===== src/rtl/histogram_equalizer_core_defines.svh =====
// ---------------------------------------------------------------------------
// Histogram equalizer assertion macros
// Concurrent checks clocked on clk and disabled while rst_n is low.
// ---------------------------------------------------------------------------
`ifndef HISTOGRAM_EQUALIZER_CORE_DEFINES_SVH
`define HISTOGRAM_EQUALIZER_CORE_DEFINES_SVH

`ifndef SYNTH

// same-cycle implication
`define HEQ_ASSERT_IMP(label, ante, cons) \
    label: assert property (@(posedge clk) disable iff (!rst_n) (ante) |-> (cons)) \
        else $error("histeq: check failed");

// next-cycle implication
`define HEQ_ASSERT_NXT(label, ante, cons) \
    label: assert property (@(posedge clk) disable iff (!rst_n) (ante) |=> (cons)) \
        else $error("histeq: check failed");

`else

`define HEQ_ASSERT_IMP(label, ante, cons)
`define HEQ_ASSERT_NXT(label, ante, cons)

`endif

`endif


===== src/rtl/histeq_pkg.sv =====
// ---------------------------------------------------------------------------
// histeq_pkg
// Shared constants, operation codes and control structs of the equalizer.
// ---------------------------------------------------------------------------
package histeq_pkg;

    localparam int LOG2_PIXELS = 16;
    localparam int LEVELS      = 256;
    localparam int LVL_W       = 8;
    localparam int BIN_W       = LOG2_PIXELS + 1;
    localparam int PROD_W      = BIN_W + 8;

    localparam logic [BIN_W-1:0]  PIX_TOTAL = BIN_W'(1) << LOG2_PIXELS;
    localparam logic [PROD_W-1:0] HALF      = PROD_W'(1) << (LOG2_PIXELS - 1);

    typedef logic [1:0] op_t;
    localparam op_t OP_CNT = 2'd0;
    localparam op_t OP_MAP = 2'd1;
    localparam op_t OP_SUM = 2'd2;

    // memory access issued to the bin store
    typedef struct packed {
        logic             vld;
        op_t              op;
        logic [LVL_W-1:0] addr;
        logic             clr;   // drop all bins before this beat
    } iss_t;

    // update stage status back to control
    typedef struct packed {
        logic s1_vld;
        logic s1_map;
        logic sum_done;
    } upd_stat_t;

    // control status
    typedef struct packed {
        logic sum_busy;
        logic sums_ready;
    } ctrl_stat_t;

endpackage


===== src/rtl/histeq_ctrl.sv =====
// ---------------------------------------------------------------------------
// histeq_ctrl
// Input acceptance, mode flags and the sequencer of the prefix-sum pass.
// ---------------------------------------------------------------------------
module histeq_ctrl (
    input  logic                                clk,
    input  logic                                rst_n,
    input  logic                                in_valid,
    input  logic                                req_type,
    input  logic [histeq_pkg::LVL_W-1:0]        pixel,
    output logic                                in_ready,
    input  logic                                stall,
    input  histeq_pkg::upd_stat_t               ust,
    output histeq_pkg::iss_t                    iss,
    output histeq_pkg::ctrl_stat_t              cst
);

    localparam logic ST_RUN = 1'b0;
    localparam logic ST_SUM = 1'b1;

    logic                           state_reg, state_next;
    logic [histeq_pkg::LVL_W:0]     cnt_reg, cnt_next;
    logic                           map_mode_reg, map_mode_next;
    logic                           sums_ready_reg, sums_ready_next;
    logic                           need_sum;

    always_comb
    begin
        state_next      = state_reg;
        cnt_next        = cnt_reg;
        map_mode_next   = map_mode_reg;
        sums_ready_next = sums_ready_reg;
        need_sum        = 1'b0;
        in_ready        = 1'b0;
        iss             = '0;
        case (state_reg)
            ST_RUN:
            begin
                // first map beat after counting waits for the pass
                need_sum = in_valid && req_type && !sums_ready_reg;
                in_ready = !stall && !need_sum;
                if (need_sum && !ust.s1_vld)
                begin
                    state_next = ST_SUM;
                    cnt_next   = '0;
                end
                if (in_valid && in_ready)
                begin
                    iss.vld       = 1'b1;
                    iss.op        = req_type ? histeq_pkg::OP_MAP : histeq_pkg::OP_CNT;
                    iss.addr      = pixel;
                    iss.clr       = !req_type && map_mode_reg;
                    map_mode_next = req_type;
                    if (iss.clr)
                    begin
                        sums_ready_next = 1'b0;
                    end
                end
            end
            ST_SUM:
            begin
                if (!cnt_reg[histeq_pkg::LVL_W])
                begin
                    iss.vld  = 1'b1;
                    iss.op   = histeq_pkg::OP_SUM;
                    iss.addr = cnt_reg[histeq_pkg::LVL_W-1:0];
                    cnt_next = cnt_reg + 1'b1;
                end
                if (ust.sum_done)
                begin
                    state_next      = ST_RUN;
                    sums_ready_next = 1'b1;
                end
            end
            default:
            begin
                state_next = ST_RUN;
            end
        endcase
    end

    always_ff @(posedge clk or negedge rst_n)
    begin
        if (!rst_n)
        begin
            state_reg      <= ST_RUN;
            cnt_reg        <= '0;
            map_mode_reg   <= 1'b0;
            sums_ready_reg <= 1'b0;
        end
        else
        begin
            state_reg      <= state_next;
            cnt_reg        <= cnt_next;
            map_mode_reg   <= map_mode_next;
            sums_ready_reg <= sums_ready_next;
        end
    end

    assign cst.sum_busy   = (state_reg == ST_SUM);
    assign cst.sums_ready = sums_ready_reg;

endmodule


===== config.mk =====
export PLATFORM = sky130hd
export DESIGN_NAME = histeq_ctrl
export DESIGN_NICKNAME = d
export VERILOG_FILES = /design/src/rtl/histogram_equalizer_core_defines.svh /design/src/rtl/histeq_pkg.sv /design/src/rtl/histeq_ctrl.sv
export SDC_FILE = /design/constraint.sdc
export NUM_CORES = 1
export LEC_CHECK = 0
export BUFFER_PORTS_ARGS = -buffer_cell sky130_fd_sc_hd__buf_2
export CORE_UTILIZATION = 45
export DETAILED_ROUTE_END_ITERATION = 8
export GPL_TIMING_DRIVEN = 0
export HOLD_SLACK_MARGIN = 0.08
export PLACE_DENSITY = 0.76
export SYNTH_ARGS = -nofsm -noshare
export SYNTH_HDL_FRONTEND = slang
export SYNTH_SLANG_ARGS = --single-unit

===== constraint.sdc =====
create_clock -name clk -period 2 [get_ports clk]
set_clock_uncertainty 0.2 [all_clocks]
set_input_delay 0.2 -clock clk [delete_from_list [all_inputs] [get_ports clk]]
set_output_delay 0.2 -clock clk [all_outputs]
set_load 0.02 [all_outputs]

Word level (Yosys, flattened, before mapping)
Index checks and enable logic that the tools add are counted.
{"block": "word_totals", "word_cells": 42, "mem_count": 0, "latchBits": 0, "output_inout_bits": 15, "regBits": 12, "rom_bits": 0, "ramBits": 0}
{"block": "op_classes", "div_mod_pow": 0, "multipliers": 0, "n_addsub": 1, "reduce_logical": 14, "muxes": 16, "n_shift": 0, "eq_ne": 5, "bitwise_logic": 1, "order_cmp": 0}
{"operator": "11-bit one-hot mux with 2 select lines", "n": 1}
{"operator": "9-bit 2-to-1 mux", "n": 2}
{"operator": "9-bit one-hot mux with 2 select lines", "n": 1}
{"operator": "12-bit 2-to-1 mux", "n": 1}
{"operator": "11-bit 2-to-1 mux", "n": 1}
{"operator": "2-bit inequality test, second input constant", "n": 5}
{"operator": "9-bit by 1-bit adder with 9-bit output, second input constant", "n": 1}
{"operator": "1-bit 2-to-1 mux", "n": 8}
{"operator": "1-bit logical AND", "n": 6}
{"operator": "1-bit logical NOT", "n": 5}
{"operator": "1-bit one-hot mux with 2 select lines", "n": 2}
{"operator": "2-bit AND reduction", "n": 2}
{"operator": "3-bit AND reduction", "n": 1}
{"operator": "1-bit NOT", "n": 1}

Longest topological paths before layout
Gate-level depths: netlist of run 1.
{"block": "depth", "depth_word": 7, "depth_mapped": 6, "mapped_depth_nobuf": 5}

Least setup slack after synthesis of run 1
No wires, ideal clock.
{"block": "synth_timing", "path_type": "reg2reg", "startpoint": "register state_reg", "endpoint": "register map_mode_reg", "arrival_ns": 1.440, "path_slack_ns": 0.282, "synth_period_minus_slack_ns": 1.718, "stages_incl_launch_ff": 3, "t_required_ns": 1.722, "path_buffers": 0, "cell_sequence": "dfrtp_1 nor4_1 o21bai_1"}
{"block": "synth_via", "elab_chain_cells": 2}
{"element": "start, declared", "line_no": "histeq_ctrl.sv:21", "text": "logic state_reg, state_next;"}
{"element": "start signal, assigned", "line_no": "histeq_ctrl.sv:93", "text": "state_reg <= state_next;"}
{"element": "1-bit NOT"}
{"element": "2-bit AND reduction (no line)"}
{"element": "end signal, assigned", "line_no": "histeq_ctrl.sv:95", "text": "map_mode_reg <= map_mode_next;"}
{"element": "end, declared", "line_no": "histeq_ctrl.sv:23", "text": "logic map_mode_reg, map_mode_next;"}
No other way between the ends.
A chain may end at the register's enable or synchronous reset.

==> results of run 1 <==
## cell type report
type	instances	area (um2)	area share, %
Buffer	6	52.55	5.006
Clock buffer	3	22.52	2.145
Inverter	5	21.27	2.026
Multi-Input combinational cell	54	376.6	35.88
Sequential cell	12	301.5	28.72
Tap cell	16	20.02	1.907
Timing Repair Buffer	37	255.2	24.31
## report_power, final
| part | internal [mW] | switching [mW] | leakage [nW] |
|---|---|---|---|
| sequential | 0.327 | 0.0917 | 0.155 |
| clock | 0.0698 | 0.0816 | 0.0138 |
| combinational | 0.224 | 0.232 | 0.341 |
## through the flow
stage	TNS [ns]	setup WS (ns)
final	0	0.006621
after global routing	-0.5337	-0.06411
after CTS	0	0.003698
after detailed placement	0	0.1729
after global placement	0	0.2013
after floorplan	0	0.2816
## cells in the mapped netlist (2+ instances only)
library cell  instances  share of area (%)
buf_6                 2                3.1
nor2_1                3                1.5
nand3_2               2                2.7
a21oi_2               2                2.4
a22o_1                8                9.6
inv_1                 4                2.1
o21ai_1               4                2.7
o21ai_0               5                3.4
a21oi_1               2                1.4
buf_4                 3                3.1
nand2_1               6                3.1
nand3_1               7                4.8
dfrtp_1              12                 41
## kinds of logic after synthesis
family	count (synthesis)	synth area share [%]
adder cells (fa/ha/maj)	1	1.709
buffers and inverters	11	9.570
AO/OA/AOI/OAI	25	25.30
AND/OR/NAND/NOR	28	22.39
flip-flops	12	41.03
## metal layers
| layer | GRT usage [%] | share of wire (%) | routed length [um] | vias up |
|---|---|---|---|---|
| met3 | 3.017 | 4.4 | 82 | 4 |
| met2 | 39.08 | 51 | 933 | 26 |
| met5 | 0 | 0 | 0 | - |
| met4 | 10.00 | 1.4 | 26 | 0 |
| li1 | - | - | - | 362 |
| met1 | 27.30 | 43 | 801 | 359 |
## layout by cell type (no fill, tap or decap), types with 2 or more instances in the layout
cell type | Yosys | routed
buf_2 | 1 | 20
buf_4 | 3 | 13
dfrtp_1 | 12 | 11
buf_6 | 2 | 8
a22o_1 | 8 | 8
nand3_1 | 7 | 7
nand2_1 | 6 | 6
o21ai_0 | 5 | 5
o21ai_1 | 4 | 4
inv_1 | 4 | 3
nor2_1 | 3 | 3
clkbuf_4 | 0 | 3
a21oi_1 | 2 | 2
a21oi_2 | 2 | 2
nand3_2 | 2 | 2
dlygate4sd3_1 | 0 | 2
## worst max-delay path: cells and delay by family (launching register included)
kind | cells | cell delay [ns]
flip-flops | 1 | 0.36
buffers and inverters | 3 | 0.40
AO/OA/AOI/OAI | 2 | 0.55
## repair_timing
item                                    CTS  global route
setup buffers                             4             1
cloned                                    1             0
pin swaps                                 1             3
hold buffers                              2             0
endpoints found under the setup margin   10            11
gates resized for setup                   4            19
endpoints found under the hold margin    14             0
## worst max path at each step
stage                              end      startpoint  slack, ns
after floorplan           map_mode_reg       state_reg       0.28
after global placement          iss[6]  sums_ready_reg       0.20
after detailed placement        iss[2]  sums_ready_reg       0.17
after CTS                       iss[7]       state_reg      0.004
after global routing            iss[6]  sums_ready_reg      -0.06
final                           iss[6]  sums_ready_reg      0.007
==> impl_metrics.yaml, run 1 <==
run_status:
  status: "finished clean"
layout:
  num_antenna_cells: 0
  fin_area_mm2: 0.001050
  synthToLayoutAreaGrowth_pct: 43.42
  fillers: 125
  finish.utilization_pct: 69.68
  largest_reg_flops: 9
  instances_no_fill: 133
  finalNetCount: 136
  drive_above_1_share_pct: 47.86
floorplan:
  core_mm2: 0.001506
  start_util_pct: 48.59
  die-area_mm2: 0.001792
  num_io_pins: 31
  die_h_um: 42.33
  dieWidth_um: 42.33
  rows: 14
synth:
  netlist_instances: 77
  synth_nets: 94
  async_reset_ff_share_pct: 100.0
  netlist_area_um2: 732.0
  dominantRegCellSynth: "dfrtp_1"
  ys_types: 30
  syn_avg_cell_area_um2: 9.506
  synth-edff-count: 0
  ys_ff_latch: 12
  yosysWarnings: 0
  seq_area_frac_synth_pct: 41.03
timing:
  grt_setup_unrepaired: "yes"
  tightest_slew_ns: 0.3442
  finalHoldViolations: 0
  setup-violations-final: 0
  fin_hold_ws_ns: 0.08962
  clock.fmax_ghz: 0.5017
  drv_slew: 0
  period_needed_ns: 1.993
  relSlewSlack_pct: 77.05
  final_min_period_over_clock_period_pct: 99.67
global_routing:
  antenna_found_initial: 0
  gr-total-overflow: 0
  grt_usage_pct: 22.42
  grt_max_degree: 13
  grt_pass1_wl_mm: 3.008
  grt_pass1_vias: 695
detailed_routing:
  vias_per_cell: 5.647
  routed_wl_mm: 1.844
  drt_iter0_drc: 14
  wl_per_cell_um: 13.86
  drc: 0
  first_pass_iters: 4
  drtAntennaViolNets: 0
  num_vias: 751
critical_path:
  cp.arrival_ns: 1.59
  end_kind: "output port"
  max_stage_delay_ns: 0.42
  cpMostUsedCell: "buf_4"
  cp-start-kind: "flop"
  crit_type: "flop to output port"
  r2r_cells: 6
  cp_max_fo: 5
  slowest_stage: "a2111oi_4"
  critPathRequiredTime_ns: 1.60
  r2r_end: "cnt_reg[4]"
  r2r_start: "state_reg"
  cp_cell_sequence: "inv_2 > a2111oi_4 > buf_4 > a22o_1 > buf_4"
  reg2reg_slack_ns: 0.11
cts:
  clock_latency_ns: 0.27
  cts_tree: "built"
  h-tree-depth: 1
  cts_root_buffer: "clkbuf_4"
  clk_path_buf_depth: 2
  cts_num_sinks: 12
  cts_made_buffers: 3
  path_clk_slew_ns: 0.08
worst_hold_path:
  worstHoldPathCells: 3
  min_to: "sums_ready_reg"
  min_path_type: "primary input to flop"
  min-delay-start: "req_type"
placement:
  placed_area_um2: 897.1
  dpl.hpwl_mm: 1.195
  place_inst: 122
  gp_congestion: 0.7765
  port_buffers: 29
flow_run:
  max_cap_viol_count: 0
power_and_ir_drop:
  ir_drop_v: 0.0005630
  leakagePower_nw: 0.5100
  power_mw: 1.026
  powerDensity_mw_per_mm2: 976.9
Note: power is estimated with default switching activity, not from simulation.
==> inputs of run 2 (changes only) <==
Settings changed: CORE_MARGIN set to 2.
==> impl_metrics.yaml, run 2 (synthesis results as in run 1) <==
run_status:
  status: "finished clean"
global_routing:
  gr-total-overflow: 0
  grt_pass1_wl_mm: 2.856
  grt_max_degree: 13
  grt_pass1_vias: 659
  antenna_found_initial: 0
  grt_usage_pct: 20.26
detailed_routing:
  wl_per_cell_um: 13.21
  first_pass_iters: 4
  vias_per_cell: 5.579
  num_vias: 781
  drc: 0
  drtAntennaViolNets: 0
  routed_wl_mm: 1.850
  drt_iter0_drc: 4
timing:
  clock.fmax_ghz: 0.5095
  grt_setup_unrepaired: "yes"
  tightest_slew_ns: 0.3296
  final_min_period_over_clock_period_pct: 98.13
  finalSetupTns_ns: 0
  finalHoldViolations: 0
  period_needed_ns: 1.963
  setup_ws_ns: 0.03733
  setup-violations-final: 0
  drv_slew: 0
  relSlewSlack_pct: 78.03
power_and_ir_drop:
  leakagePower_nw: 0.5491
  power.share.clock_pct: 17.5
  powerDensity_mw_per_mm2: 989.6
  internal_power_uw: 692.4
  switching_share_pct: 38.00
  ir_drop_v: 0.0005862
  combPwrFrac_pct: 44.3
  p_sw_uw: 424.4
  seq_power_share_pct: 38.2
placement:
  gp_congestion: 0.7164
  placed_area_um2: 897.1
  port_buffers: 29
  place_ws_ns: 0.1690
  dpl.hpwl_mm: 1.198
layout:
  layout.area.seq_um2: 301.5
  drive_above_1_share_pct: 50.00
  synthToLayoutAreaGrowth_pct: 54.19
  finalNetCount: 142
  multiInputGateArea_um2: 374.1
  finish.utilization_pct: 74.06
  fillers: 116
  layout_common_cells: "buf_2 (19), buf_4 (15), buf_6 (12)"
  layout_commonest_cell: "buf_2"
  fin_area_mm2: 0.001129
  largest_reg_flops: 9
  num_antenna_cells: 0
critical_path:
  crit_type: "flop to output port"
  cp_max_fo: 5
  cp.arrival_ns: 1.56
  reg2reg_slack_ns: 0.14
  cp-start-kind: "flop"
  critPathRequiredTime_ns: 1.60
  end_kind: "output port"
floorplan:
  start_util_pct: 48.03
  die-area_mm2: 0.001965
  dieWidth_um: 44.33
  die_h_um: 44.33
  core_mm2: 0.001524
  num_io_pins: 31
  rows: 14
worst_hold_path:
  min_path_type: "primary input to flop"
cts:
  clk_path_buf_depth: 2
  path_clk_slew_ns: 0.08
  clock_latency_ns: 0.28
  cts_made_buffers: 3
  cts_num_sinks: 12
  cts_tree: "built"
  h-tree-depth: 1
  cts_root_buffer: "clkbuf_4"
flow_run:
  max_cap_viol_count: 0
## run 2: cell types whose count changed in the layout (fill, tap and decap cells not counted), sizes merged
cell         delta
dlygate4sd3     +1
buf             +5
clkbuf          +1
inv             -1
clkinv          +1
## run 2: metal layers
layer  vias up  GRT usage [%]  wire length [um]
li1        380              -                 -
met1       361          27.53               840
met2        37          32.06               849
met3         3          2.857               134
met4         0          9.091                25
met5         -              0                 0
## run 2: what timing repair did
action | in CTS | in global routing
setup buffers | 4 | 6
pin swaps | 1 | 1
setup endpoints to repair | 10 | 11
cloned | 1 | 0
hold buffers | 3 | 0
gates resized for setup | 7 | 20
endpoints found under the hold margin | 14 | 0
## run 2: path summary, 6_finish.rpt
kind / startpoint / endpoint / cells after the start
min in group asynchronous: rst_n / cnt_reg[8] / 2
max in group asynchronous: rst_n / state_reg / 2
worst max-delay path: state_reg / iss[1] / 5
worst min register to register: cnt_reg[8] / cnt_reg[8] / 2
worst max register to register: state_reg / cnt_reg[2] / 6
worst min-delay path: stall / map_mode_reg / 3
## run 2: final cells by class
class                      instances  area share [%]
buffer                             6           4.989
clock buffer                       4           3.215
inverter                           5           2.106
multi-input combinational         54           33.15
sequential                        12           26.72
tap                               16           1.774
timing repair buffer              43           28.05
## run 2: through the flow
| stage | cells | hold WS, ns | total power [mW] |
|---|---|---|---|
| floorplan | 77 | -0.2956 | 0.6658 |
| global placement | 122 | -0.1069 | 0.7667 |
| detailed placement | 122 | -0.1054 | 0.7831 |
| CTS | 134 | 0.1076 | 1.034 |
| global route | 140 | 0.1211 | 1.182 |
| finish | 140 | 0.1010 | 1.117 |
## run 2: critical path, stage by stage, from the launching register on
cell,delay [ns]
dfrtp_2,0.43
buf_6,0.13
a2111oi_4,0.25
buf_4,0.21
a22o_1,0.14
buf_6,0.12
## run 2: power groups by stage
stage | sequential [mW] | clock (mW) | combinational, mW
after floorplan | 0.403 | 0 | 0.263
after global placement | 0.426 | 0 | 0.341
after detailed placement | 0.432 | 0 | 0.351
after CTS | 0.420 | 0.198 | 0.416
after global routing | 0.440 | 0.209 | 0.532
final | 0.427 | 0.195 | 0.495
