$ cat config.mk
export PLATFORM = sky130hd
export DESIGN_NAME = histeq_upd
export DESIGN_NICKNAME = d
export VERILOG_FILES = /design/src/rtl/histogram_equalizer_core_defines.svh /design/src/rtl/histeq_pkg.sv /design/src/rtl/histeq_ram.sv /design/src/rtl/histeq_upd.sv
export SDC_FILE = /design/constraint.sdc
export NUM_CORES = 2
export LEC_CHECK = 0
export BUFFER_PORTS_ARGS = -buffer_cell sky130_fd_sc_hd__clkbuf_2
export CAP_MARGIN = 20
export CELL_PAD_IN_SITES_DETAIL_PLACEMENT = 0
export CELL_PAD_IN_SITES_GLOBAL_PLACEMENT = 1
export CORE_UTILIZATION = 40
export CTS_CLUSTER_SIZE = 14
export DETAILED_ROUTE_END_ITERATION = 16
export GPL_TIMING_DRIVEN = 0
export PLACE_DENSITY_LB_ADDON = 0.1
export SYNTH_ARGS = -nofsm -noshare
export SYNTH_HDL_FRONTEND = slang
export SYNTH_MEMORY_MAX_BITS = 65536
export SYNTH_SLANG_ARGS = --single-unit
export TNS_END_PERCENT = 5
$ cat constraint.sdc
create_clock -name clk -period 27.9 [get_ports clk]
set_input_delay 5.58 -clock clk [delete_from_list [all_inputs] [get_ports clk]]
set_output_delay 5.58 -clock clk [all_outputs]
set_load 0.005 [all_outputs]
$ cat src/rtl/histogram_equalizer_core_defines.svh
// ---------------------------------------------------------------------------
// Histogram equalizer assertion macros
// Concurrent checks clocked on clk and disabled while rst_n is low.
// ---------------------------------------------------------------------------
`ifndef HISTOGRAM_EQUALIZER_CORE_DEFINES_SVH
`define HISTOGRAM_EQUALIZER_CORE_DEFINES_SVH

`ifndef SYNTH

// same-cycle implication
`define HEQ_ASSERT_IMP(label, ante, cons) \
    label: assert property (@(posedge clk) disable iff (!rst_n) (ante) |-> (cons)) \
        else $error("histeq: check failed");

// next-cycle implication
`define HEQ_ASSERT_NXT(label, ante, cons) \
    label: assert property (@(posedge clk) disable iff (!rst_n) (ante) |=> (cons)) \
        else $error("histeq: check failed");

`else

`define HEQ_ASSERT_IMP(label, ante, cons)
`define HEQ_ASSERT_NXT(label, ante, cons)

`endif

`endif

$ cat src/rtl/histeq_pkg.sv
// ---------------------------------------------------------------------------
// histeq_pkg
// Shared constants, operation codes and control structs of the equalizer.
// ---------------------------------------------------------------------------
package histeq_pkg;

    localparam int LOG2_PIXELS = 16;
    localparam int LEVELS      = 256;
    localparam int LVL_W       = 8;
    localparam int BIN_W       = LOG2_PIXELS + 1;
    localparam int PROD_W      = BIN_W + 8;

    localparam logic [BIN_W-1:0]  PIX_TOTAL = BIN_W'(1) << LOG2_PIXELS;
    localparam logic [PROD_W-1:0] HALF      = PROD_W'(1) << (LOG2_PIXELS - 1);

    typedef logic [1:0] op_t;
    localparam op_t OP_CNT = 2'd0;
    localparam op_t OP_MAP = 2'd1;
    localparam op_t OP_SUM = 2'd2;

    // memory access issued to the bin store
    typedef struct packed {
        logic             vld;
        op_t              op;
        logic [LVL_W-1:0] addr;
        logic             clr;   // drop all bins before this beat
    } iss_t;

    // update stage status back to control
    typedef struct packed {
        logic s1_vld;
        logic s1_map;
        logic sum_done;
    } upd_stat_t;

    // control status
    typedef struct packed {
        logic sum_busy;
        logic sums_ready;
    } ctrl_stat_t;

endpackage

$ cat src/rtl/histeq_ram.sv
// ---------------------------------------------------------------------------
// histeq_ram
// Generic single-clock RAM, one write and one read port, registered read.
// ---------------------------------------------------------------------------
module histeq_ram #(
    parameter int WIDTH = 8,
    parameter int DEPTH = 256
) (
    input  logic                     clk,
    input  logic                     we,
    input  logic [$clog2(DEPTH)-1:0] waddr,
    input  logic [WIDTH-1:0]         wdata,
    input  logic                     re,
    input  logic [$clog2(DEPTH)-1:0] raddr,
    output logic [WIDTH-1:0]         rdata
);

    logic [WIDTH-1:0] mem [DEPTH];
    logic [WIDTH-1:0] rdata_reg;

    always_ff @(posedge clk)
    begin
        if (we)
        begin
            mem[waddr] <= wdata;
        end
        if (re)
        begin
            rdata_reg <= mem[raddr];
        end
    end

    assign rdata = rdata_reg;

endmodule

$ cat src/rtl/histeq_upd.sv
// ---------------------------------------------------------------------------
// histeq_upd
// Bin store with valid bits, read-modify-write stage with forwarding,
// running-sum accumulator and the mapping arithmetic.
// ---------------------------------------------------------------------------
module histeq_upd (
    input  logic                            clk,
    input  logic                            rst_n,
    input  histeq_pkg::iss_t                iss,
    input  logic                            stall,
    output logic                            res_vld,
    output logic [7:0]                      res_data,
    output histeq_pkg::upd_stat_t           ust
);

    logic [histeq_pkg::LEVELS-1:0]   vbits_reg, vbits_next;
    logic                            s1_vld_reg;
    histeq_pkg::op_t                 s1_op_reg;
    logic [histeq_pkg::LVL_W-1:0]    s1_addr_reg;
    logic                            s1_vbit_reg;
    logic                            lw_vld_reg;
    logic [histeq_pkg::LVL_W-1:0]    lw_addr_reg;
    logic [histeq_pkg::BIN_W-1:0]    lw_data_reg;
    logic [histeq_pkg::BIN_W-1:0]    run_reg;

    logic [histeq_pkg::BIN_W-1:0]    rd_data;
    logic [histeq_pkg::BIN_W-1:0]    cur;
    logic [histeq_pkg::BIN_W-1:0]    run_base;
    logic [histeq_pkg::BIN_W:0]      run_sum;
    logic [histeq_pkg::BIN_W-1:0]    run_sat;
    logic [histeq_pkg::BIN_W-1:0]    cnt_inc;
    logic [histeq_pkg::PROD_W-1:0]   prod;
    logic                            wr_en;
    logic [histeq_pkg::BIN_W-1:0]    wr_data;

    histeq_ram #(
        .WIDTH (histeq_pkg::BIN_W),
        .DEPTH (histeq_pkg::LEVELS)
    ) u_bins (
        .clk   (clk),
        .we    (wr_en),
        .waddr (s1_addr_reg),
        .wdata (wr_data),
        .re    (iss.vld),
        .raddr (iss.addr),
        .rdata (rd_data)
    );

    always_comb
    begin
        // write landing on the read edge is not seen by the RAM read
        if (lw_vld_reg && (lw_addr_reg == s1_addr_reg))
        begin
            cur = lw_data_reg;
        end
        else if (s1_vbit_reg)
        begin
            cur = rd_data;
        end
        else
        begin
            cur = '0;
        end

        cnt_inc  = (cur == histeq_pkg::PIX_TOTAL) ? cur : cur + 1'b1;

        run_base = (s1_addr_reg == '0) ? '0 : run_reg;
        run_sum  = {1'b0, run_base} + {1'b0, cur};
        run_sat  = (run_sum > {1'b0, histeq_pkg::PIX_TOTAL}) ?
                   histeq_pkg::PIX_TOTAL : run_sum[histeq_pkg::BIN_W-1:0];

        // 255*cdf = 256*cdf - cdf, plus half for rounding
        prod = {cur, 8'd0} - {8'd0, cur} + histeq_pkg::HALF;

        wr_en   = 1'b0;
        wr_data = cnt_inc;
        case (s1_op_reg)
            histeq_pkg::OP_CNT:
            begin
                wr_en   = s1_vld_reg;
                wr_data = cnt_inc;
            end
            histeq_pkg::OP_SUM:
            begin
                wr_en   = s1_vld_reg;
                wr_data = run_sat;
            end
            default:
            begin
                wr_en = 1'b0;
            end
        endcase

        vbits_next = iss.clr ? '0 : vbits_reg;
        if (wr_en)
        begin
            vbits_next[s1_addr_reg] = 1'b1;
        end
    end

    always_ff @(posedge clk or negedge rst_n)
    begin
        if (!rst_n)
        begin
            vbits_reg  <= '0;
            s1_vld_reg <= 1'b0;
            lw_vld_reg <= 1'b0;
        end
        else if (!stall)
        begin
            vbits_reg  <= vbits_next;
            s1_vld_reg <= iss.vld;
            lw_vld_reg <= wr_en && !iss.clr;
        end
    end

    always_ff @(posedge clk)
    begin
        if (!stall)
        begin
            s1_op_reg   <= iss.op;
            s1_addr_reg <= iss.addr;
            s1_vbit_reg <= iss.clr ? 1'b0 : vbits_reg[iss.addr];
            lw_addr_reg <= s1_addr_reg;
            lw_data_reg <= wr_data;
            if (s1_vld_reg && (s1_op_reg == histeq_pkg::OP_SUM))
            begin
                run_reg <= run_sat;
            end
        end
    end

    assign res_vld      = s1_vld_reg && (s1_op_reg == histeq_pkg::OP_MAP);
    assign res_data     = prod[histeq_pkg::LOG2_PIXELS +: 8];
    assign ust.s1_vld   = s1_vld_reg;
    assign ust.s1_map   = res_vld;
    assign ust.sum_done = s1_vld_reg && (s1_op_reg == histeq_pkg::OP_SUM) &&
                          (s1_addr_reg == {histeq_pkg::LVL_W{1'b1}});

endmodule

Word-level counts from Yosys, hierarchy flattened

Memory sizes are Yosys's and may differ from the RTL's. A register that Yosys moved wholly into a read port is not among the register bits.
Index checks and enable logic that the tools add are counted.

Flip-flop bits (word level): 311
Bits in latches: 0
Bits in writable memories: 4352
Memory bits (read-only): 0
Input port bits: 15
Logic and storage cells: 51
Memories kept: 1

Add/sub/neg operators: 4
Multiply operators: 0
Divide/modulo/power cells: 0
$lt $le $gt $ge: 4
Eq/ne operators: 5
Shift operators: 0
Muxes and demuxes: 15
Bitwise logic cells: 2
Reduce and logical (&&, ||, !) cells: 11

Memories:

| memory     | words | width | read ports | clocked after Yosys merged registers in | write ports | line             | text |
|---|---|---|---|---|---|---|---|
| u_bins.mem | 256   | 17    | 1          | 1                                       | 1           | histeq_ram.sv:18 | `logic [WIDTH-1:0] mem [DEPTH];` |

Operators with widths:

| cell                   | count |
|---|---|
| $mux 256               | 2 |
| $or 256x256->256       | 1 |
| $mux 17                | 6 |
| $add 24x16->24 const B | 1 |
| $sub 24x17->24         | 1 |
| $add 17x17->18         | 1 |
| $gt 18x17->1 const B   | 1 |
| $lt 8x9->1 const B     | 2 |
| $add 17x1->17 const B  | 1 |
| $eq 17x17->1 const B   | 1 |
| $bmux 1 s8             | 1 |
| $demux 1 s8            | 1 |
| $eq 8x8->1             | 1 |
| $eq 8x8->1 const B     | 1 |
| $ge 8x1->1 const B     | 1 |
| $logic_not 8->1        | 1 |
| $logic_and 1x1->1      | 6 |
| $mux 1                 | 5 |
| $eq 2x1->1 const B     | 1 |
| $eq 2x2->1 const B     | 1 |
| $logic_not 2->1        | 1 |
| $reduce_and 2->1       | 1 |
| $reduce_or 2->1        | 1 |
| $logic_not 1->1        | 1 |
| $not 1->1              | 1 |

Depth between registers and ports, before layout

Word-level depth: 7
Depth in mapped cells: 25
Depth with buffers taken out: 22

Hierarchy

From an unflattened synthesis, not the netlist that was laid out.

Cell total of the unflattened synthesis: 9418
Area, all modules: 186689.0 µm²

By module, submodules not included:

| module     | times used | cells an instance | area each (µm²) | seq. area each (µm²) |
|---|---|---|---|---|
| histeq_ram | 1          | 7797              | 169874.2        | 131195.8 |
| histeq_upd | 1          | 1621              | 16814.9         | 8047.7 |

Least setup slack after synthesis

OpenSTA, ideal clock, no wires.

Kind: flip-flop to flip-flop
From: register s1_addr_reg[5] (netlist bit)
To: register lw_data_reg[11] (netlist bit) (data pin)
Library setup time: 1579 ps
Arrival time: 11263 ps
Data required time: 26321 ps
Slack: 15058 ps
Stages on the path, launching flop included: 22
Buffers on the path: 3
Path through: edfxtp_1 buf_2 xor2_1 nor3_4 nand3_4 clkbuf_1 and3_1 a21oi_1 inv_1 ha_1 ha_1 a311oi_2 nor3_2 a2bb2oi_2 o31ai_1 a221o_1 a311o_1 o32a_4 buf_6 and3b_1 nor2_1 a21oi_1

Cells in the longest elaborated chain, start to end: 7
Elaborated cells between the ends (all ways): 12
Classes of those cells: add/sub: 2; order compare: 1; eq/ne: 2; mux: 5; reduce/logical: 2

RTL lines:

| item                       | line              | text |
|---|---|---|
| start: declaration         | histeq_upd.sv:19  | `logic [histeq_pkg::LVL_W-1:0] s1_addr_reg;` |
| start signal: assignment   | histeq_upd.sv:122 | `s1_addr_reg <= iss.addr;` |
| $eq 8x8->1                 | histeq_upd.sv:52  | `if (lw_vld_reg && (lw_addr_reg == s1_addr_reg))` |
| $logic_and 1x1->1          | histeq_upd.sv:52  |  |
| $mux 17                    | histeq_upd.sv:52  |  |
| $add 17x17->18 *           | histeq_upd.sv:68  | `run_sum = {1'b0, run_base} + {1'b0, cur};` |
| $gt 18x17->1               | histeq_upd.sv:69  | `run_sat = (run_sum > {1'b0, histeq_pkg::PIX_TOTAL}) ?` |
| $mux 17 *                  | histeq_upd.sv:69  |  |
| named net run_sat, one bit | histeq_upd.sv:30  | `logic [histeq_pkg::BIN_W-1:0] run_sat;` |
| $mux 17 *                  | histeq_upd.sv:77  | `case (s1_op_reg)` |
| named net u_bins.wdata[11] | histeq_ram.sv:12  | `input logic [WIDTH-1:0] wdata,` |
| end signal: assignment     | histeq_upd.sv:125 | `lw_data_reg <= wr_data;` |
| end: declaration           | histeq_upd.sv:23  | `logic [histeq_pkg::BIN_W-1:0] lw_data_reg;` |

Mark *: on every way through the listed nets, which the timed path passes. The rest lies on a longest branch.
A chain may end at the register's enable or synchronous reset.

Worst setup path after layout

From: register s1_addr_reg[1] (netlist bit)
To: output res_data[7]

Cells in the longest elaborated chain, start to end: 5

RTL lines:

| item              | line             | text |
|---|---|---|
| $eq 8x8->1        | histeq_upd.sv:52 |  |
| $logic_and 1x1->1 | histeq_upd.sv:52 |  |
| $mux 17           | histeq_upd.sv:52 |  |
| $sub 24x17->24    | histeq_upd.sv:73 | `prod = {cur, 8'd0} - {8'd0, cur} + histeq_pkg::HALF;` |
| $add 24x16->24    | histeq_upd.sv:73 |  |
| end: declaration  | histeq_upd.sv:12 | `output logic [7:0] res_data,` |

No other way between the ends.

==> results.py <==
metrics = {
    "place": {
        "hpwlAfterDp_um": 412000,
        "port_buffers": 25,
        "place_area_sq_um": 200000,
        "dp.cells": 14200,
        "place_ws_ns": 16.65,
        "gp_congestion": 0.848,
    },
    "setup_path": {
        "rrSetupSlack_ns": 19.44,
        "cp-start-kind": "flip-flop",
        "path_class": "reg2out",
        "cp.required_ns": 22.32,
        "arrival_ns": 6.77,
        "endpoint_kind": "primary output",
        "path_max_fanout": 10,
    },
    "pwr": {
        "cellPowerDensity_nw_per_um2": 71.9,
        "power.internal_mw": 11.9,
        "clkPwrFrac_pct": 41.2,
        "power_frac_comb_pct": 8.0,
        "vdd_drop_max_mv": 0.0606,
        "power.total_mw": 15.5,
        "p_seq_share_pct": 50.8,
        "power.leakage_nw": 68.8,
        "switching_share_pct": 23.2,
        "p_sw_mw": 3.59,
    },
    "floorplanning": {
        "ios": 27,
        "die_h_um": 677,
        "die_area_sq_um": 458000,
        "coreArea_sq_um": 453000,
        "rows": 247,
        "dieWidth_um": 677,
        "start_util_pct": 40.2,
    },
    "finish": {
        "fillers": 36900,
        "final_util_pct": 47.6,
        "finalNonFillerCells": 15200,
        "fin_area_sq_um": 216000,
        "largest_reg_flops": 4352,
        "area_delta_synth_final_pct": 18.3,
        "drive_gt1_share_pct": 33.9,
        "nets": 8818,
    },
    "yosys": {
        "netlist_instances": 7768,
        "synth_top_area_cell": "edfxtp_1",
        "synthArstFlopShare_pct": 5.51,
        "syn-num-nets": 7820,
        "syn-cell-area_sq_um": 182000,
        "synth_area_leaders": "edfxtp_1, mux4_2, dfrtp_1",
        "ys_seq_area_share_pct": 76.4,
        "syn_area_per_cell_sq_um": 23.5,
        "synth_edf_count": 4422,
        "yosysWarnings": 0,
        "yosysTopAreaCellShare_pct": 72.9,
        "ys.flop_type": "edfxtp_1",
        "ys_types": 81,
        "synth-seq-cells": 4680,
    },
    "timing": {
        "fin_setup_tns_ns": 0,
        "timing.final.ws_setup_ns": 15.55,
        "setup_viol": 0,
        "maxSlewHeadroom_pct": 16.1,
        "grt_setup_unrepaired": "false",
        "hold_violations": 0,
        "tightest_slew_ns": 1.26,
        "min_period_over_period_pct": 44.3,
        "drv_slew": 0,
        "maxClockFrequency_mhz": 80.9,
        "skew_ns": 0.0719,
        "hold_slack_ns": 0.449,
        "period_needed_ns": 12.35,
    },
    "drt": {
        "ant_nets": 0,
        "vias": 89900,
        "drc": 0,
        "first_pass_iters": 6,
        "vias_per_cell": 5.92,
        "drt_wl_total_um": 569000,
        "wire_per_inst_um": 37.5,
        "drtIter0Drc": 11100,
    },
    "flow_run": {
        "drv_cap": 0,
    },
    "clock_tree": {
        "h-tree-depth": 5,
        "cts_resized": 0,
        "post_cts.repair.setup_buffers": 0,
        "cts_tree": "yes",
        "ctsRootBufferMaster": "clkbuf_16",
        "clk_latency_ns": 1.04,
        "clock-sinks": 4680,
        "cts_buffers": 484,
        "ctsLongestPathBuffers": 4,
        "clk_pin_slew_ns": 0.06,
        "hold_buffers": 0,
    },
    "status": {
        "status": "finished, final reports clean",
    },
    "global_routing": {
        "grt_usage_pct": 24.6,
        "grt_max_degree": 116,
        "grt_overflow": 0,
        "grt_pass1_vias": 89900,
        "grt_pass1_wl_um": 775000,
        "antenna_found_initial": 60,
    },
    "hold_path": {
        "min_path_type": "reg2reg",
    },
}
## cell usage after synthesis (all sizes together), types with 34 or more instances
cell type and number:
nand3 34, dfrtp 258, nor2 333, mux4 1530
a22o 224, o21ai 48, edfxtp 4422, ha 37
xnor2 39, buf 125, clkbuf 348, a21oi 43
nand2 92
## critical path, stage by stage, from the launching register on
cell	delay [ns]
edfxtp_1	0.58
xnor2_1	0.25
and2_1	0.15
clkbuf_1	0.40
nand3_4	0.26
clkbuf_1	0.27
and3_1	0.24
a21oi_1	0.50
ha_1	0.35
ha_1	0.30
a21o_1	0.17
a21o_1	0.17
a21oi_1	0.14
o221ai_1	0.12
a21oi_1	0.28
o21bai_1	0.21
o21ai_0	0.21
a21oi_1	0.14
a21oi_1	0.24
nor2_1	0.09
o21a_1	0.19
nor2_1	0.12
xor2_1	0.21
clkbuf_2	0.15
## layer usage
metal / part of all wire [%] / wire length [um] / GRT usage [%]
met1: 42 / 241000 / 35.6
met2: 47 / 267000 / 38.3
met3: 7.5 / 42800 / 4.64
met4: 3.2 / 18200 / 7.26
met5: 0.0097 / 55 / 0
## final cells by class
type	instances	area (sq um)	area share (%)
flip-flops and latches	4680	139000	64.6
multi-input cells	2583	41900	19.5
clock buffers	620	12900	6.00
repair buffers	512	9280	4.31
well taps	5976	7480	3.47
clock inverters	280	2580	1.20
plain buffers	473	1910	0.885
inverters	32	120	0.0557
diodes	28	70.1	0.0325
## power groups by stage
stage | registers [mW] | clock network (mW) | logic (mW)
5_1_grt | 7.87 | 6.73 | 1.29
6_report | 7.87 | 6.37 | 1.24
4_1_cts | 7.87 | 6.49 | 1.25
3_5_place_dp | 8.02 | 0 | 1.25
3_3_place_gp | 8.25 | 0 | 1.07
2_1_floorplan | 8.10 | 0 | 0.534
## kinds of logic after synthesis
kind of cell	count (synthesis)	share of synthesized area, %
muxes	1539	19.0
DFF	4680	76.4
buffers and inverters	505	1.06
xor gates and xnor gates	49	0.235
adders and majority gates	39	0.266
and+or+nand+nor	573	1.39
AOI/OAI and AO/OA	383	1.68
## layout by cell type (no fill, tap or decap), types with 29 or more instances in the layout
cell       instances
a22o_1           224
dfrtp_1          258
clkinv_1         116
o21ai_0           44
bufinv_16         40
clkbuf_2          72
nand2_1           91
clkbuf_16        492
xnor2_1           39
buf_8            266
a21oi_1           29
clkbuf_1         415
buf_2             31
nor2_2           251
nor2_1            76
buf_16           103
edfxtp_1        4422
buf_1             87
ha_1              37
clkinv_2          89
buf_12           113
mux4_2          1530
## path summary, 6_finish.rpt
path | from | end | cells after the start
worst max register to register | s1_addr_reg[0] | u_bins.mem[192][6] | 23
min in group asynchronous | rst_n | vbits_reg[120] | 1
worst min-delay path | s1_addr_reg[5] | lw_addr_reg[5] | 0
worst max-delay path | s1_addr_reg[1] | res_data[7] | 23
worst min register to register | s1_addr_reg[5] | lw_addr_reg[5] | 0
max in group asynchronous | rst_n | vbits_reg[162] | 2
No activity file was read; power rests on OpenSTA's default activity.
